--- src/ptal_pkg.sv ---
// Shared types and constants for the paper-tape absolute loader.
`timescale 1ns / 1ps

package ptal_pkg;

  // Header bytes counted in the block length: sync pair, count, address.
  localparam logic [15:0] HEADER_BYTES = 16'd6;
  // Load address that ends the tape.
  localparam logic [15:0] END_ADDRESS  = 16'd1;
  localparam logic [7:0]  SYNC_FIRST   = 8'd1;

  typedef enum logic [3:0] {
    PH_HUNT   = 4'd0,
    PH_SYNC2  = 4'd1,
    PH_CNT_LO = 4'd2,
    PH_CNT_HI = 4'd3,
    PH_ADR_LO = 4'd4,
    PH_ADR_HI = 4'd5,
    PH_DATA   = 4'd6,
    PH_CKSUM  = 4'd7,
    PH_DONE   = 4'd8
  } phase_t;

  typedef enum logic [1:0] {
    KIND_WRITE = 2'd0,
    KIND_OK    = 2'd1,
    KIND_ERROR = 2'd2
  } kind_t;

  typedef struct packed {
    kind_t       kind;
    logic [15:0] addr;
    logic [7:0]  value;
  } result_t;

endpackage

--- src/ptal_if.sv ---
// Valid/ready channel interfaces for tape words and loader results.
`timescale 1ns / 1ps

interface ptal_in_if;
  logic       valid;
  logic       ready;
  logic       req_type;
  logic [7:0] tape_byte;

  modport source (output valid, output req_type, output tape_byte, input ready);
  modport sink   (input valid, input req_type, input tape_byte, output ready);
endinterface

interface ptal_out_if;
  logic        valid;
  logic        ready;
  logic [1:0]  result_kind;
  logic [15:0] byte_address;
  logic [7:0]  byte_value;

  modport source (output valid, output result_kind, output byte_address,
                  output byte_value, input ready);
  modport sink   (input valid, input result_kind, input byte_address,
                  input byte_value, output ready);
endinterface

--- src/ptal_parser.sv ---
// Block parser: phase register, running sum, count and address registers.
`timescale 1ns / 1ps

module ptal_parser (
  input  logic              clk,
  input  logic              rst_n,
  input  logic              accept,
  input  logic              req_type,
  input  logic [7:0]        tape_byte,
  output logic              res_valid,
  output ptal_pkg::result_t res
);
  import ptal_pkg::*;

  phase_t      phase_r, phase_nxt;
  logic [7:0]  sum_r, sum_nxt;
  logic [7:0]  low_r, low_nxt;
  logic [15:0] left_r, left_nxt;
  logic [15:0] addr_r, addr_nxt;

  logic [7:0]  sum_add;
  logic [15:0] word;
  logic [15:0] left_hdr;
  logic [15:0] left_dec;

  assign sum_add  = sum_r + tape_byte;
  assign word     = {tape_byte, low_r};
  assign left_hdr = left_r - HEADER_BYTES;
  assign left_dec = left_r - 16'd1;

  always_comb begin
    phase_nxt = phase_r;
    sum_nxt   = sum_r;
    low_nxt   = low_r;
    left_nxt  = left_r;
    addr_nxt  = addr_r;
    res_valid = 1'b0;
    res.kind  = KIND_WRITE;
    res.addr  = 16'd0;
    res.value = 8'd0;
    if (req_type) begin
      // End of tape: fine between blocks, an error inside one.
      unique case (phase_r) inside
        PH_HUNT, PH_SYNC2: begin
          res_valid = 1'b1;
          res.kind  = KIND_OK;
          phase_nxt = PH_DONE;
        end
        PH_CNT_LO, PH_CNT_HI, PH_ADR_LO, PH_ADR_HI, PH_DATA, PH_CKSUM: begin
          res_valid = 1'b1;
          res.kind  = KIND_ERROR;
          phase_nxt = PH_DONE;
        end
        default: ;
      endcase
    end else begin
      unique case (phase_r)
        PH_HUNT: begin
          if (tape_byte == SYNC_FIRST) begin
            sum_nxt   = SYNC_FIRST;
            phase_nxt = PH_SYNC2;
          end
        end
        PH_SYNC2: begin
          sum_nxt   = sum_add;
          phase_nxt = (tape_byte == 8'd0) ? PH_CNT_LO : PH_HUNT;
        end
        PH_CNT_LO: begin
          sum_nxt   = sum_add;
          low_nxt   = tape_byte;
          phase_nxt = PH_CNT_HI;
        end
        PH_CNT_HI: begin
          sum_nxt   = sum_add;
          left_nxt  = word;
          phase_nxt = PH_ADR_LO;
        end
        PH_ADR_LO: begin
          sum_nxt   = sum_add;
          low_nxt   = tape_byte;
          phase_nxt = PH_ADR_HI;
        end
        PH_ADR_HI: begin
          sum_nxt = sum_add;
          if (word == END_ADDRESS) begin
            res_valid = 1'b1;
            res.kind  = KIND_OK;
            phase_nxt = PH_DONE;
          end else if (left_r == 16'd0) begin
            phase_nxt = PH_HUNT;
          end else begin
            addr_nxt  = word;
            left_nxt  = left_hdr;
            phase_nxt = (left_hdr == 16'd0) ? PH_CKSUM : PH_DATA;
          end
        end
        PH_DATA: begin
          sum_nxt   = sum_add;
          addr_nxt  = addr_r + 16'd1;
          left_nxt  = left_dec;
          res_valid = 1'b1;
          res.addr  = addr_r;
          res.value = tape_byte;
          if (left_dec == 16'd0) begin
            phase_nxt = PH_CKSUM;
          end
        end
        PH_CKSUM: begin
          sum_nxt = sum_add;
          if (sum_add != 8'd0) begin
            res_valid = 1'b1;
            res.kind  = KIND_ERROR;
            phase_nxt = PH_DONE;
          end else begin
            phase_nxt = PH_HUNT;
          end
        end
        default: ;
      endcase
    end
  end

  always_ff @(posedge clk) begin
    if (!rst_n) begin
      phase_r <= PH_HUNT;
      sum_r   <= 8'd0;
      low_r   <= 8'd0;
      left_r  <= 16'd0;
      addr_r  <= 16'd0;
    end else if (accept) begin
      phase_r <= phase_nxt;
      sum_r   <= sum_nxt;
      low_r   <= low_nxt;
      left_r  <= left_nxt;
      addr_r  <= addr_nxt;
    end
  end

endmodule

--- src/ptal_out_reg.sv ---
// Result register: holds one result word until the sink takes it.
`timescale 1ns / 1ps

module ptal_out_reg (
  input  logic              clk,
  input  logic              rst_n,
  input  logic              load,
  input  logic              res_valid,
  input  ptal_pkg::result_t res,
  input  logic              out_ready,
  output logic              out_valid,
  output ptal_pkg::result_t out_res,
  output logic              can_load
);
  import ptal_pkg::*;

  logic    valid_r, valid_nxt;
  result_t res_r;

  assign can_load = !valid_r || out_ready;

  always_comb begin
    valid_nxt = valid_r;
    if (load) begin
      valid_nxt = res_valid;
    end else if (out_ready) begin
      valid_nxt = 1'b0;
    end
  end

  always_ff @(posedge clk) begin
    if (!rst_n) begin
      valid_r <= 1'b0;
    end else begin
      valid_r <= valid_nxt;
    end
  end

  always_ff @(posedge clk) begin
    if (load && res_valid) begin
      res_r <= res;
    end
  end

  assign out_valid = valid_r;
  assign out_res   = res_r;

endmodule

--- src/paper_tape_absolute_loader_core.sv ---
// Top level of the paper-tape absolute loader: tape words in, byte writes out.
//
//   channel  | dir | payload                                   | handshake
//   ---------+-----+-------------------------------------------+-------------
//   in_ch    | in  | req_type, tape_byte                       | valid/ready
//   out_ch   | out | result_kind, byte_address, byte_value     | valid/ready
//
// One tape word is taken per cycle; its result (if any) shows on out_ch the
// next cycle from the result register. The parser updates its state in the
// same cycle it takes the word, so the phase/sum/count path sets the clock.
// Reset (rst_n low at a clock edge) returns the parser to hunting for sync.
// A stalled result holds in_ch.ready low; a word is taken again in the cycle
// the pending result leaves, so back-to-back flow continues with no bubble.
`timescale 1ns / 1ps

module paper_tape_absolute_loader_core (
  input  logic       clk,
  input  logic       rst_n,
  ptal_in_if.sink    in_ch,
  ptal_out_if.source out_ch
);
  import ptal_pkg::*;

  logic    accept;
  logic    can_load;
  logic    res_valid;
  result_t res;
  result_t out_res;

  // Take a word whenever the result register is empty or draining.
  assign in_ch.ready = can_load;
  assign accept      = in_ch.valid && can_load;

  // Parse the word and compute its result in one pass.
  ptal_parser u_parser (
    .clk       (clk),
    .rst_n     (rst_n),
    .accept    (accept),
    .req_type  (in_ch.req_type),
    .tape_byte (in_ch.tape_byte),
    .res_valid (res_valid),
    .res       (res)
  );

  // Hold the result until the sink takes it.
  ptal_out_reg u_out (
    .clk       (clk),
    .rst_n     (rst_n),
    .load      (accept),
    .res_valid (res_valid),
    .res       (res),
    .out_ready (out_ch.ready),
    .out_valid (out_ch.valid),
    .out_res   (out_res),
    .can_load  (can_load)
  );

  assign out_ch.result_kind  = out_res.kind;
  assign out_ch.byte_address = out_res.addr;
  assign out_ch.byte_value   = out_res.value;

endmodule

--- src/flat_wrapper.sv ---
// flat-port wrapper written by rule: the top's interface ports become plain ports
module paper_tape_absolute_loader_core_flat import ptal_pkg::*;
  (clk, rst_n, in_ch_valid, in_ch_req_type, in_ch_tape_byte, in_ch_ready, out_ch_valid, out_ch_result_kind, out_ch_byte_address, out_ch_byte_value, out_ch_ready);
  ptal_in_if in_ch_i ();
  ptal_out_if out_ch_i ();
  input  logic clk;
  input  logic rst_n;
  input wire logic [$bits(in_ch_i.valid)-1:0] in_ch_valid;
  input wire logic [$bits(in_ch_i.req_type)-1:0] in_ch_req_type;
  input wire logic [$bits(in_ch_i.tape_byte)-1:0] in_ch_tape_byte;
  output wire logic [$bits(in_ch_i.ready)-1:0] in_ch_ready;
  output wire logic [$bits(out_ch_i.valid)-1:0] out_ch_valid;
  output wire logic [$bits(out_ch_i.result_kind)-1:0] out_ch_result_kind;
  output wire logic [$bits(out_ch_i.byte_address)-1:0] out_ch_byte_address;
  output wire logic [$bits(out_ch_i.byte_value)-1:0] out_ch_byte_value;
  input wire logic [$bits(out_ch_i.ready)-1:0] out_ch_ready;
  assign in_ch_i.valid = in_ch_valid;
  assign in_ch_i.req_type = in_ch_req_type;
  assign in_ch_i.tape_byte = in_ch_tape_byte;
  assign in_ch_ready = in_ch_i.ready;
  assign out_ch_valid = out_ch_i.valid;
  assign out_ch_result_kind = out_ch_i.result_kind;
  assign out_ch_byte_address = out_ch_i.byte_address;
  assign out_ch_byte_value = out_ch_i.byte_value;
  assign out_ch_i.ready = out_ch_ready;
  paper_tape_absolute_loader_core u_core (.clk(clk), .rst_n(rst_n), .in_ch(in_ch_i), .out_ch(out_ch_i));
endmodule
--- config.mk ---
export PLATFORM = sky130hd
export DESIGN_NAME = paper_tape_absolute_loader_core_flat
export DESIGN_NICKNAME = d
export VERILOG_FILES = /design/src/ptal_pkg.sv /design/src/ptal_if.sv /design/src/ptal_parser.sv /design/src/ptal_out_reg.sv /design/src/paper_tape_absolute_loader_core.sv /design/src/flat_wrapper.sv
export SDC_FILE = /design/constraint.sdc
export NUM_CORES = 1
export LEC_CHECK = 0
export BUFFER_PORTS_ARGS = -buffer_cell sky130_fd_sc_hd__buf_2
export CORE_MARGIN = 8
export CORE_UTILIZATION = 35
export CTS_BUF_LIST = sky130_fd_sc_hd__clkbuf_4 sky130_fd_sc_hd__clkbuf_8 sky130_fd_sc_hd__clkbuf_16
export DETAILED_ROUTE_END_ITERATION = 10
export SYNTH_ARGS = -nofsm -noshare
export SYNTH_HDL_FRONTEND = slang
export SYNTH_SLANG_ARGS = --single-unit
--- constraint.sdc ---
create_clock -name clk -period 4.07 [get_ports clk]
set_input_delay 0.407 -clock clk [delete_from_list [all_inputs] [get_ports clk]]
set_output_delay 0.407 -clock clk [all_outputs]
set_load 0.02 [all_outputs]
# After elaboration in Yosys (flattened, before gate mapping)
# Cells that the tools add are included.
dict set report word_totals {
  register_bits 79
  in_bits 13
  elab_cells 86
}
dict set report op_classes {
  n_addsub 4
  eq_ne 15
  n_mux 30
  bitwise 2
  reduce_logical 26
}
# op count
set op_table {}
lappend op_table {{$mux W16} 4}
lappend op_table {{$logic_not A16 Y1} 3}
lappend op_table {{$pmux W16 S3} 1}
lappend op_table {{$pmux W16 S2} 1}
lappend op_table {{$pmux W4 S8} 1}
lappend op_table {{$mux W4} 6}
lappend op_table {{$add A16 B1 Y16 const B} 1}
lappend op_table {{$eq A16 B1 Y1 const B} 1}
lappend op_table {{$eq A4 B3 Y1 const B} 4}
lappend op_table {{$pmux W8 S2} 1}
lappend op_table {{$sub A16 B1 Y16 const B} 1}
lappend op_table {{$sub A16 B3 Y16 const B} 1}
lappend op_table {{$reduce_and A5 Y1} 3}
lappend op_table {{$reduce_bool A9 Y1} 1}
lappend op_table {{$add A8 B8 Y8} 1}
lappend op_table {{$eq A4 B2 Y1 const B} 2}
lappend op_table {{$eq A8 B1 Y1 const B} 1}
lappend op_table {{$logic_not A8 Y1} 1}
lappend op_table {{$mux W1} 8}
lappend op_table {{$mux W8} 1}
lappend op_table {{$pmux W2 S2} 2}
lappend op_table {{$reduce_bool A8 Y1} 1}
lappend op_table {{$reduce_or A8 Y1} 1}
lappend op_table {{$reduce_or A7 Y1} 1}
lappend op_table {{other kinds (18)} 29}

# Logic depth before layout (Yosys ltp)
# Gate-level depths: netlist of run 1.
dict set report depth {
  word_depth 7
  depth_mapped 9
}

# Modules after synthesis
# From an unflattened synthesis of run 1, not the netlist that was laid out.
dict set report hier_totals {
  hier_cells 574
  area_unflattened_um2 4760.8
}
# mod n_inst cells_per_inst area_each_um2
set by_module_without_submodules {}
lappend by_module_without_submodules {ptal_parser 1 542 3922.5}
lappend by_module_without_submodules {ptal_out_reg 1 31 832.0}
lappend by_module_without_submodules {paper_tape_absolute_loader_core 1 1 6.3}

# Worst setup path before layout of run 1
# OpenSTA, ideal clock, no wires.
dict set report synth_path {
  path_kind {input to register}
  start {in in_ch_tape_byte[0]}
  end {reg u_core.u_out.res_r (netlist bit u_core.u_out.out_res[0]) (enable)}
  setup_time_ps 377
  arrival_time_ps 2699
  t_required_ps 3693
  setup_slack_ps 994
  path_stages 8
  path_buffers 0
  cell_sequence {ha_1 fa_1 a211oi_1 o21bai_1 a221oi_1 nand4_1 a311o_1 o21a_1}
}
dict set report synth_via {
  elab_chain_len 6
  elab_cells_between_ends 8
  classes_between {1 x add/sub; 1 x eq/ne; 4 x mux; 2 x reduce/logical}
}
# item line_no
set synth_rtl {}
lappend synth_rtl {{from (decl)} flat_wrapper.sv:10} ;# input wire logic [$bits(in_ch_i.tape_byte)-1:0] in_ch_tape_byte;
lappend synth_rtl {{$add A8 B8 Y8} ptal_parser.sv:26} ;# assign sum_add = sum_r + tape_byte;
lappend synth_rtl {{$reduce_bool A8 Y1} ptal_parser.sv:110} ;# if (sum_add != 8'd0) begin
lappend synth_rtl {{$mux W1} ptal_parser.sv:110}
lappend synth_rtl {{$pmux W1 S3 (*)} ptal_parser.sv:57} ;# unique case (phase_r)
lappend synth_rtl {{$mux W1 (*)} ptal_parser.sv:41} ;# if (req_type) begin
lappend synth_rtl {{$logic_and A1 B1 Y1 (*)} ptal_out_reg.sv:40} ;# if (load && res_valid) begin
lappend synth_rtl {{to (signal assigned)} ptal_out_reg.sv:41} ;# res_r <= res;
lappend synth_rtl {{to (decl)} ptal_out_reg.sv:18} ;# result_t res_r;
# Mark *: on every way between the ends. The rest lies on a longest branch, timed or not.
# A chain may end at the register's enable or synchronous reset.

# Worst setup path in the final report of run 1
dict set report layout_path {
  start {reg u_core.u_parser.sum_r[0]}
  end {reg u_core.u_out.res_r (netlist bit u_core.u_out.out_res[11]) (enable)}
}
dict set report layout_via {
  elab_chain_len 6
}
# item line_no
set layout_rtl {}
lappend layout_rtl {{from (decl)} ptal_parser.sv:16} ;# logic [7:0] sum_r, sum_nxt;
lappend layout_rtl {{from (signal assigned)} ptal_parser.sv:132} ;# sum_r <= sum_nxt;
lappend layout_rtl {{$add A8 B8 Y8} ptal_parser.sv:26}
lappend layout_rtl {{$reduce_bool A8 Y1} ptal_parser.sv:110}
lappend layout_rtl {{$mux W1} ptal_parser.sv:110}
lappend layout_rtl {{$pmux W1 S3} ptal_parser.sv:57}
lappend layout_rtl {{$mux W1} ptal_parser.sv:41}
lappend layout_rtl {{$logic_and A1 B1 Y1} ptal_out_reg.sv:40}
# Every way passes these cells.

==> results of run 1 <==
==> layout make-up <==
cell class              count  area (um2)
repair buffers             48         260
clock buffers              10         233
inverters                  13        48.8
well taps                 184         230
clock inverters             6        91.3
flip-flops and latches     79        1840
multi-input cells         464        3010
fillers                  1494        8700
==> worst max-delay path: stages, from the launching register on <==
cell,delay (ns)
dfxtp_1,0.31
ha_1,0.21
fa_1,0.41
a211oi_1,0.36
o21bai_1,0.14
a221oi_1,0.42
nand4_1,0.22
a311o_1,0.39
o21a_1,0.18
buf_4,0.23
==> synth_stat cells (all sizes together), types with 15 or more instances <==
cell type	number
clkbuf	25
ha	15
dfxtp	53
nor2	53
edfxtp	26
a21oi	53
nand2	47
o21ai	41
buf	21
nor4	18
nand3	16
and3	32
nor3	18
==> final timing paths <==
path                                                from  slack (ns)                  endpoint
worst max-delay path            u_core.u_parser.sum_r[0]        0.91  u_core.u_out.out_res[11]
worst min-delay path                  in_ch_tape_byte[2]        0.46  u_core.u_parser.low_r[2]
worst max register to register  u_core.u_parser.sum_r[0]        0.91  u_core.u_out.out_res[11]
worst min register to register  u_core.u_parser.sum_r[6]        0.47  u_core.u_parser.sum_r[6]
==> placed cells by master (no fill, tap or decap), types with 5 or more instances in the layout <==
cell | Yosys | routed
a211oi_1 | 13 | 13
a21oi_1 | 51 | 51
a22oi_1 | 6 | 6
a41oi_1 | 5 | 5
and3_1 | 32 | 32
and4_1 | 5 | 5
buf_2 | 16 | 40
buf_4 | 1 | 8
clkbuf_16 | 0 | 9
dfxtp_1 | 53 | 53
edfxtp_1 | 26 | 26
ha_1 | 15 | 15
inv_1 | 12 | 12
mux2i_1 | 11 | 11
nand2_1 | 47 | 47
nand2b_1 | 7 | 7
nand3_1 | 16 | 16
nand4_1 | 13 | 13
nor2_1 | 53 | 53
nor3_1 | 17 | 17
nor4_1 | 16 | 16
o21ai_0 | 34 | 34
o21ai_1 | 6 | 6
o31ai_1 | 5 | 5
or3_1 | 6 | 6
xnor2_1 | 8 | 8
==> stage by stage <==
| stage | setup slack, ns | utilization (%) | instances | cell area [um2] | hold slack [ns] |
|---|---|---|---|---|---|
| floorplan | 0.994 | - | 602 | 5110 | 0.436 |
| global placement | 0.739 | 37.4 | 788 | 5400 | 0.448 |
| detailed placement | 0.644 | 37.4 | 788 | 5400 | 0.459 |
| CTS | 0.939 | 39.7 | 804 | 5720 | 0.446 |
| global route | 0.735 | 39.7 | 804 | 5720 | 0.453 |
| finish | 0.911 | 39.7 | 804 | 5720 | 0.463 |
==> routing by layer <==
| layer | global-route usage (%) | vias to the layer above | part of all wire (%) |
|---|---|---|---|
| met4 | 6.04 | 0 | 2.2 |
| met2 | 25.6 | 178 | 44 |
| met1 | 22.4 | 2279 | 46 |
| met5 | 0 | - | 0 |
| met3 | 3.82 | 29 | 7.5 |
| li1 | - | 2313 | - |
==> power groups by stage <==
stage | Combinational (W) | Sequential (W) | Clock [W]
6_report | 0.000118 | 0.000831 | 0.000884
5_1_grt | 0.000127 | 0.000832 | 0.000928
4_1_cts | 0.000117 | 0.000831 | 0.000904
3_5_place_dp | 0.000117 | 0.000848 | 0
3_3_place_gp | 0.000116 | 0.000848 | 0
2_1_floorplan | 0.0000595 | 0.000856 | 0
==> cell families (layout without fill, tap and decap cells) <==
logic type | after synthesis | in the layout | synth area share (%)
adders and majority gates | 16 | 16 | 4.06
AOI/OAI and AO/OA | 180 | 180 | 24.2
xor gates and xnor gates | 10 | 10 | 1.71
buffers and inverters | 59 | 77 | 5.31
muxes | 11 | 11 | 2.15
and+or+nand+nor | 247 | 247 | 26.6
DFF | 79 | 79 | 36.0
==> state kept, by name (all words and copies together), names as in the netlist <==
name                     flops
u_core.u_parser.left_r      16
u_core.u_parser.low_r        8
u_core.u_out.out_valid       1
u_core.u_parser.addr_r      16
u_core.u_parser.sum_r        8
u_core.u_parser.phase_r      4
u_core.u_out.out_res        26
==> run_results.csv, run 1 <==
group,metric,value,unit
route,ant_nets,0,
power,p_leak,2.19,nW
sta,drv_slew,0,
setup_path,crit_arrival,3.23,ns
sta,period_needed,3.16,ns
setup_path,cp-end-kind,"flip-flop",
cells_and_area,area_growth,11.9,%
setup_path,cp_max_fo,26,
floorplan,fp.dieArea,0.0187,mm2
setup_path,worstSetupPathType,"reg2reg",
synthesis,ys_ff_latch,79,
clock_network,cts_tree,"yes",
clock_network,clk_latency,0.34,ns
synthesis,yosys_most_used_dff,"dfxtp_1",
grt,antenna_found_initial,0,
clock_network,cts_root_buf,"clkbuf_16",
place,dp_hpwl,10900,um
min_path,min_path_cells,3,
setup_path,start_kind,"flip-flop",
synthesis,synth-edff-count,26,
clock_network,hold_buffers,0,
cells_and_area,final_nets,644,
synthesis,syn-instance-count,602,
power,internal-power,0.00141,W
sta,rsz0062_at_grt,"no",
sta,timing_hold_violations_final,0,
power,clock_power_share,48.2,%
grt,grt_use_total,16.7,%
synthesis,netlist.top_cell.by_area,"dfxtp_1",
grt,grt_pass1_vias,4504,
sta,setup_viol,0,
synthesis,synth_top_area_share,20.8,%
synthesis,synth_cell_type_count,84,
power,ir_drop,0.245,mV
run_status,status,"finished, final reports clean",
clock_network,cts_made_buffers,9,
clock_network,clk_pin_slew,0.06,ns
place,routabilityCongestion,0.879,
power,comb_power_share,6.4,%
power,power,0.00183,W
job,cap_violations,0,
synthesis,synth_nets,631,
setup_path,r2r_cells,9,
clock_network,clock_sinks,79,
synthesis,synthesis.area,0.00511,mm2
grt,grt_pass1_wl,24700,um
route,routed_wl,15500,um
clock_network,htreeDepth,3,
clock_network,clk_path_buf_depth,2,
route,drt-pass1-iter-count,5,
synthesis,yosysWarnings,0,
cells_and_area,drive_gt1_share,14.4,%
grt,grt_overflow_total,0,
power,switchingPower,0.000426,W
route,routed_via_density,5.97,
floorplan,io_pins,41,
clock_network,cts.repair.resized,0,
synthesis,synth_seq_area_share,36.0,%
min_path,hold_class,"in2reg",
floorplan,die_w,137,um
synthesis,ys_top_cells_by_area,"dfxtp_1 21%, edfxtp_1 15%, a21oi_1 5.0%",
floorplan,die_y,137,um
grt,grt_max_degree,52,
route,drt-initial-drc-count,365,
floorplan,rows,44,
sta,fin_tns_setup,0,ns
route,drc,0,
route,num_vias,4799,
synthesis,synth_area_per_cell,8.49,um2
floorplan,start_util,35.4,%
power,pwr-share-seq,45.3,%
floorplan,coreArea,0.0144,mm2
sta,min_period_over_period,77.6,%
sta,worstMarginPinSlew,0.718,ns
sta,slew_headroom,52.0,%
power,switching_share,23.2,%
clock_network,cts_setup_buffers,0,
sta,fin_skew,0.00566,ns
route,wl_per_cell,19.3,um
place,port_buffers,40,
sta,fmax,0.317,GHz
power,cellPowerDensity,320,mW/mm2
setup_path,cp.required,4.14,ns
synthesis,async_reset_ff_share,0,%
cells_and_area,diodes,0,
No activity file was read; power rests on OpenSTA's default activity.
==> run 2, diff against run 1 <==
==> constraint.sdc (replaced) <==
create_clock -name clk -period 2.85 [get_ports clk]
set_input_delay 0.285 -clock clk [delete_from_list [all_inputs] [get_ports clk]]
set_output_delay 0.285 -clock clk [all_outputs]
set_load 0.02 [all_outputs]
==> run 2 against run 1 <==
Effect of this change:
- die area is the same
- sequential cell count is the same
- first-iteration DRC count grew 64%
- clock skew grew 0.0011 ns
- worst setup slack lost 0.90 ns
- combinational power grew 75%
- largest cell class unchanged
- largest power group unchanged
- highest routed layer unchanged
==> run_results.csv, run 2 (synthesized netlist as in run 1, its figures left out) <==
group,metric,value,unit
floorplan,coreArea,0.0144,mm2
route,drt-pass1-iter-count,5,
setup_path,regToRegEndpoint,"u_core.u_out.out_res[5]",
setup_path,cp_max_fo,7,
grt,grt_pass1_vias,4573,
setup_path,cp_slowest_cell,"fa_2",
sta,slew_headroom,51.3,%
clock_network,clk_path_buf_depth,2,
floorplan,die_w,137,um
cells_and_area,final_common_cell,"nor2_1",
setup_path,reg2reg_slack,0.008,ns
setup_path,path_buf_inv,1,
sta,worst_slack,0.00776,ns
clock_network,clock_sinks,79,
setup_path,worstSetupPathType,"reg2reg",
route,wl_per_cell,18.8,um
setup_path,crit_start,"u_core.u_parser.sum_r[0]",
cells_and_area,final_cell_mix,"53 x nor2_1, 52 x dfxtp_1, 51 x a21oi_1",
setup_path,cp.depth,9,
setup_path,cpPeakStageDelay,0.42,ns
clock_network,clk_latency,0.34,ns
power,ir_drop,0.264,mV
power,cellPowerDensity,437,mW/mm2
setup_path,crit_arrival,2.94,ns
place,dpl_worst_slack,-0.227,ns
route,num_vias,5074,
setup_path,start_kind,"flip-flop",
clock_network,htreeDepth,3,
job,cap_violations,0,
floorplan,io_pins,41,
place,port_buffers,40,
run_status,status,"finished, final reports clean",
sta,period_needed,2.84,ns
route,drc,0,
sta,drv_slew,0,
clock_network,cts_root_buf,"clkbuf_16",
power,power,0.00267,W
setup_path,r2r_cells,9,
floorplan,die_y,137,um
grt,grt_use_total,16.7,%
cells_and_area,area_growth,19.2,%
place,routabilityCongestion,0.870,
setup_path,crit_chain,"ha_4 > fa_2 > a211oi_4 > nor4b_1 > a311oi_2 > nand4_1 > a311o_1 > o21a_4 > clkbuf_16",
cells_and_area,fill_cells,1412,
grt,grt_pass1_wl,25000,um
sta,fmax,0.352,GHz
sta,rsz0062_at_grt,"yes",
route,drt-initial-drc-count,599,
grt,grt_overflow_total,0,
min_path,hold_class,"in2reg",
sta,worstMarginPinSlew,0.730,ns
power,p_leak,2.38,nW
cells_and_area,final_nets,679,
sta,fin_skew,0.00680,ns
setup_path,reg2reg_from,"u_core.u_parser.sum_r[0]",
floorplan,rows,44,
place,dp_hpwl,11000,um
grt,antenna_found_initial,0,
clock_network,hold_buffers,0,
setup_path,critPathCapture,"u_core.u_out.out_res[5]",
setup_path,crit_family,"compound AO/OA/AOI/OAI gates",
route,ant_nets,0,
route,routed_wl,15800,um
floorplan,fp.dieArea,0.0187,mm2
cells_and_area,diodes,0,
clock_network,cts_made_buffers,9,
setup_path,cp-end-kind,"flip-flop",
setup_path,cp.required,2.95,ns
sta,setup_viol,0,
floorplan,start_util,35.4,%
clock_network,clk_pin_slew,0.06,ns
route,routed_via_density,6.05,
clock_network,cts_tree,"yes",
sta,min_period_over_period,99.7,%
cells_and_area,drive_gt1_share,20.5,%
cells_and_area,largest_register_ffs,26,
sta,timing_hold_violations_final,0,
grt,grt_max_degree,41,
-- run 2: area by class of cell --
cell class / instances / area [um2] / share of cell area, %
multi-input cells: 464 / 3090 / 50.7
flip-flops and latches: 79 / 1840 / 30.2
repair buffers: 83 / 557 / 9.14
well taps: 184 / 230 / 3.78
clock buffers: 9 / 225 / 3.70
clock inverters: 7 / 103 / 1.68
inverters: 13 / 48.8 / 0.801
-- run 2: power breakdown --
group	switching (W)	internal, W
clock	0.000495	0.000780
combinational	0.000131	0.0000748
sequential	0.00000970	0.00118
-- run 2: metal layers --
layer | global-route usage (%) | vias to the layer above | share of wire (%)
met3 | 3.67 | 26 | 9.3
met5 | 0 | - | 0
li1 | - | 2386 | -
met2 | 25.4 | 247 | 44
met4 | 4.95 | 0 | 1.8
met1 | 23.1 | 2415 | 45
-- run 2: worst min path at each step --
stage | depth (start not counted) | start | endpoint | slack (ns)
after floorplan | 2 | in_ch_tape_byte[0] | u_core.u_parser.low_r[0] | 0.43
after global placement | 2 | u_core.u_parser.sum_r[7] | u_core.u_parser.sum_r[7] | 0.45
after detailed placement | 2 | u_core.u_parser.sum_r[6] | u_core.u_parser.sum_r[6] | 0.46
after CTS | 3 | in_ch_tape_byte[7] | u_core.u_parser.low_r[7] | 0.36
after global routing | 3 | in_ch_tape_byte[7] | u_core.u_parser.low_r[7] | 0.40
final | 3 | in_ch_tape_byte[7] | u_core.u_parser.low_r[7] | 0.38
-- run 2: worst reg2reg max path, delay by kind of cell, from the launching register on --
kind                       cells  cell delay [ns]
DFF                            1             0.33
and+or+nand+nor                2             0.28
AOI/OAI and AO/OA              4             1.24
buffers and inverters          1             0.16
adders and majority gates      2             0.58
-- run 2: timing repair --
item	CTS	global route
gates cloned	0	2
gates resized for setup	2	11
setup endpoints to repair	26	26
pin swaps	1	6
setup buffers	0	4
-- run 2: metrics by stage --
step | cell area (um2) | hold slack [ns] | setup TNS [ns] | utilization [%] | cells
floorplan | 5110 | 0.429 | 0 | - | 602
global placement | 5630 | 0.454 | -4.18 | 39.0 | 817
detailed placement | 5630 | 0.459 | -5.85 | 39.0 | 817
CTS | 5970 | 0.360 | 0 | 41.4 | 833
global route | 6090 | 0.402 | -2.69 | 42.3 | 839
finish | 6090 | 0.379 | 0 | 42.3 | 839
==> run 3, diff against run 2 <==
--- a/config.mk
+++ b/config.mk
@@ -5,6 +5,7 @@
 export SDC_FILE = /design/constraint.sdc
 export NUM_CORES = 1
 export LEC_CHECK = 0
+export ABC_AREA = 1
 export BUFFER_PORTS_ARGS = -buffer_cell sky130_fd_sc_hd__buf_2
 export CORE_MARGIN = 8
 export CORE_UTILIZATION = 35
==> run 3 against run 2 <==
Effect of this change:
- critical endpoint is now u_core.u_parser.phase_r[0]
- critical path type unchanged
- first-iteration DRC count decreased by 34%
- clock skew decreased by 0.0016 ns
- utilization decreased by 1.8 points
- cell count increased by 11%
- highest routed layer unchanged
- synthesized area decreased by 4.1%
==> run_results.csv, run 3 <==
group,metric,value,unit
sta,rsz0062_at_grt,"no",
clock_network,cts_root_buf,"clkbuf_16",
cells_and_area,area_growth,13.6,%
sta,period_needed,2.41,ns
synthesis,ys_ff_latch,79,
power,p_leak,2.43,nW
route,drt-initial-drc-count,394,
floorplan,die_w,134,um
cells_and_area,drive_gt1_share,11.3,%
floorplan,die_y,134,um
run_status,status,"finished, final reports clean",
synthesis,synth_cell_type_count,39,
sta,worstMarginPinSlew,0.760,ns
sta,drv_slew,0,
cells_and_area,instances_no_fill,935,
place,dp_hpwl,9980,um
power,ir_drop,0.250,mV
cells_and_area,final_core_util,40.5,%
setup_path,crit_chain,"inv_1 > ha_1 > nand2_1 > nand2_1 > nor2_1 > nand2_1 > nand2_1 > nand2_1 > nor2_1 > nand2_1 > nor2_1 > nand2_1 > nand2_2 > nand2_2 > a21oi_1 > nor2_1",
clock_network,htreeDepth,3,
place,dpl_worst_slack,0.333,ns
grt,grt_max_degree,37,
setup_path,cpPeakStageDelay,0.41,ns
sta,fin_tns_setup,0,ns
route,ant_nets,0,
clock_network,clk_path_buf_depth,2,
synthesis,netlist.top_cell.by_area,"dfxtp_1",
min_path,hp-start,"out_ch_ready",
grt,grt_use_total,15.4,%
grt,grt_pass1_wl,22300,um
sta,worst_slack,0.435,ns
sta,fin_skew,0.00524,ns
setup_path,cp-end-kind,"flip-flop",
floorplan,start_util,35.6,%
floorplan,coreArea,0.0138,mm2
sta,timing_hold_violations_final,0,
synthesis,yosysWarnings,0,
cells_and_area,final_cell_mix,"163 x nand2_1, 96 x nor2_1, 83 x inv_1",
clock_network,cts_setup_buffers,0,
setup_path,start_kind,"flip-flop",
synthesis,ys_top_cells_by_area,"dfxtp_1 22%, edfxtp_1 16%, nand2_1 12%",
synthesis,syn-instance-count,709,
route,wl_per_cell,14.4,um
setup_path,cp_slowest_cell,"dfxtp_1",
synthesis,synthesis.area,0.00490,mm2
cells_and_area,largest_register_ffs,26,
cells_and_area,multi_input_area,0.00263,mm2
synthesis,synth_nets,738,
floorplan,rows,43,
route,routed_via_density,5.00,
route,drc,0,
synthesis,yosysMostFrequentCell,"nand2_1",
synthesis,yosys_most_used_dff,"dfxtp_1",
synthesis,synth_top_area_share,21.6,%
clock_network,cts.repair.resized,0,
clock_network,cts_made_buffers,9,
setup_path,crit_top_cell,"nand2_1",
cells_and_area,fill_cells,1462,
synthesis,async_reset_ff_share,0,%
route,routed_wl,13400,um
clock_network,hold_buffers,0,
clock_network,clock_sinks,79,
cells_and_area,diodes,0,
route,drt-pass1-iter-count,6,
sta,min_period_over_period,84.7,%
setup_path,worstSetupPathType,"reg2reg",
synthesis,yosys-top-cells-count,"163 x nand2_1, 96 x nor2_1, 83 x inv_1",
setup_path,cp.required,3.09,ns
sta,fmax,0.414,GHz
floorplan,io_pins,41,
setup_path,reg2reg_from,"u_core.u_parser.left_r[1]",
cells_and_area,final_common_cell,"nand2_1",
job,cap_violations,0,
grt,antenna_found_initial,0,
grt,grt_overflow_total,0,
setup_path,crit_arrival,2.66,ns
clock_network,clk_latency,0.34,ns
sta,slew_headroom,49.3,%
cells_and_area,regArea,0.00184,mm2
setup_path,cp_max_fo,6,
clock_network,cts_tree,"yes",
sta,setup_viol,0,
setup_path,reg2reg_slack,0.44,ns
synthesis,synth_area_per_cell,6.92,um2
cells_and_area,final_nets,779,
clock_network,clk_pin_slew,0.06,ns
grt,grt_pass1_vias,4389,
synthesis,synth_seq_area_share,37.6,%
synthesis,synth-edff-count,26,
power,cellPowerDensity,437,mW/mm2
place,routabilityCongestion,0.945,
floorplan,fp.dieArea,0.0181,mm2
route,num_vias,4675,
place,dp_cells,919,
setup_path,crit_start,"u_core.u_parser.left_r[1]",
min_path,hold_class,"in2reg",
place,port_buffers,40,
run 3: cell count changes in the layout (fill, tap and decap cells not counted), moves of 9 or more:
| cell | previous run | this run |
|---|---|---|
| nor4_1 | 16 | 1 |
| o21ai_0 | 34 | 61 |
| and3_1 | 32 | 0 |
| nand2_1 | 47 | 163 |
| a21oi_1 | 51 | 62 |
| buf_4 | 40 | 8 |
| nand3_1 | 16 | 42 |
| inv_1 | 12 | 83 |
| nor2_1 | 53 | 96 |
| xor2_1 | 2 | 19 |
| a211oi_1 | 11 | 2 |
| mux2i_1 | 11 | 0 |
run 3: area by class of cell:
| class | count | share of cell area, % |
|---|---|---|
| inverters | 92 | 6.24 |
| repair buffers | 48 | 4.67 |
| clock inverters | 6 | 0.674 |
| multi-input cells | 520 | 47.1 |
| clock buffers | 10 | 4.18 |
| flip-flops and latches | 79 | 33.1 |
| well taps | 180 | 4.04 |
run 3: kinds of logic (layout without fill, tap and decap cells):
kind of cell    after synthesis  after routing  share of synthesized area [%]
simple gates                340            340                           29.8
compound gates              142            142                           15.5
buf+inv                     110            156                           8.90
flops                        79             79                           37.6
xor+xnor                     22             22                           3.93
fa+ha+maj                    16             16                           4.23
run 3: where the power goes:
group          switching (W)  internal (W)  leakage [nW]  total [W]
combinational       0.000129     0.0000522          1.62   0.000181
clock               0.000466      0.000594         0.131    0.00106
sequential        0.00000883       0.00119         0.681    0.00119
run 3: worst paths after layout:
path | endpoint | depth (start not counted)
worst max-delay path | u_core.u_parser.phase_r[0] | 16
worst min-delay path | u_core.u_out.out_valid | 4
worst max register to register | u_core.u_parser.phase_r[0] | 16
worst min register to register | u_core.u_parser.sum_r[6] | 2
run 3: stage by stage:
| stage | hold slack [ns] | cell area, um2 | total power, W |
|---|---|---|---|
| floorplan | 0.432 | 4900 | 0.00133 |
| global placement | 0.464 | 5300 | 0.00140 |
| detailed placement | 0.463 | 5300 | 0.00140 |
| CTS | 0.267 | 5570 | 0.00246 |
| global route | 0.312 | 5570 | 0.00252 |
| finish | 0.266 | 5570 | 0.00244 |
run 3: metal layers:
layer	GRT usage (%)	vias to the layer above	part of all wire (%)
met2	25.0	117	45
met5	0	-	0
met3	3.66	23	5.5
li1	-	2407	-
met1	19.3	2128	46
met4	6.30	0	3.0
run 3: critical path, delay by kind of cell (launching register included):
kind | cells | cell delay (ns)
adders and majority gates | 1 | 0.23
DFF | 1 | 0.41
buffers and inverters | 1 | 0.16
AOI/OAI and AO/OA | 1 | 0.13
and+or+nand+nor | 13 | 1.38
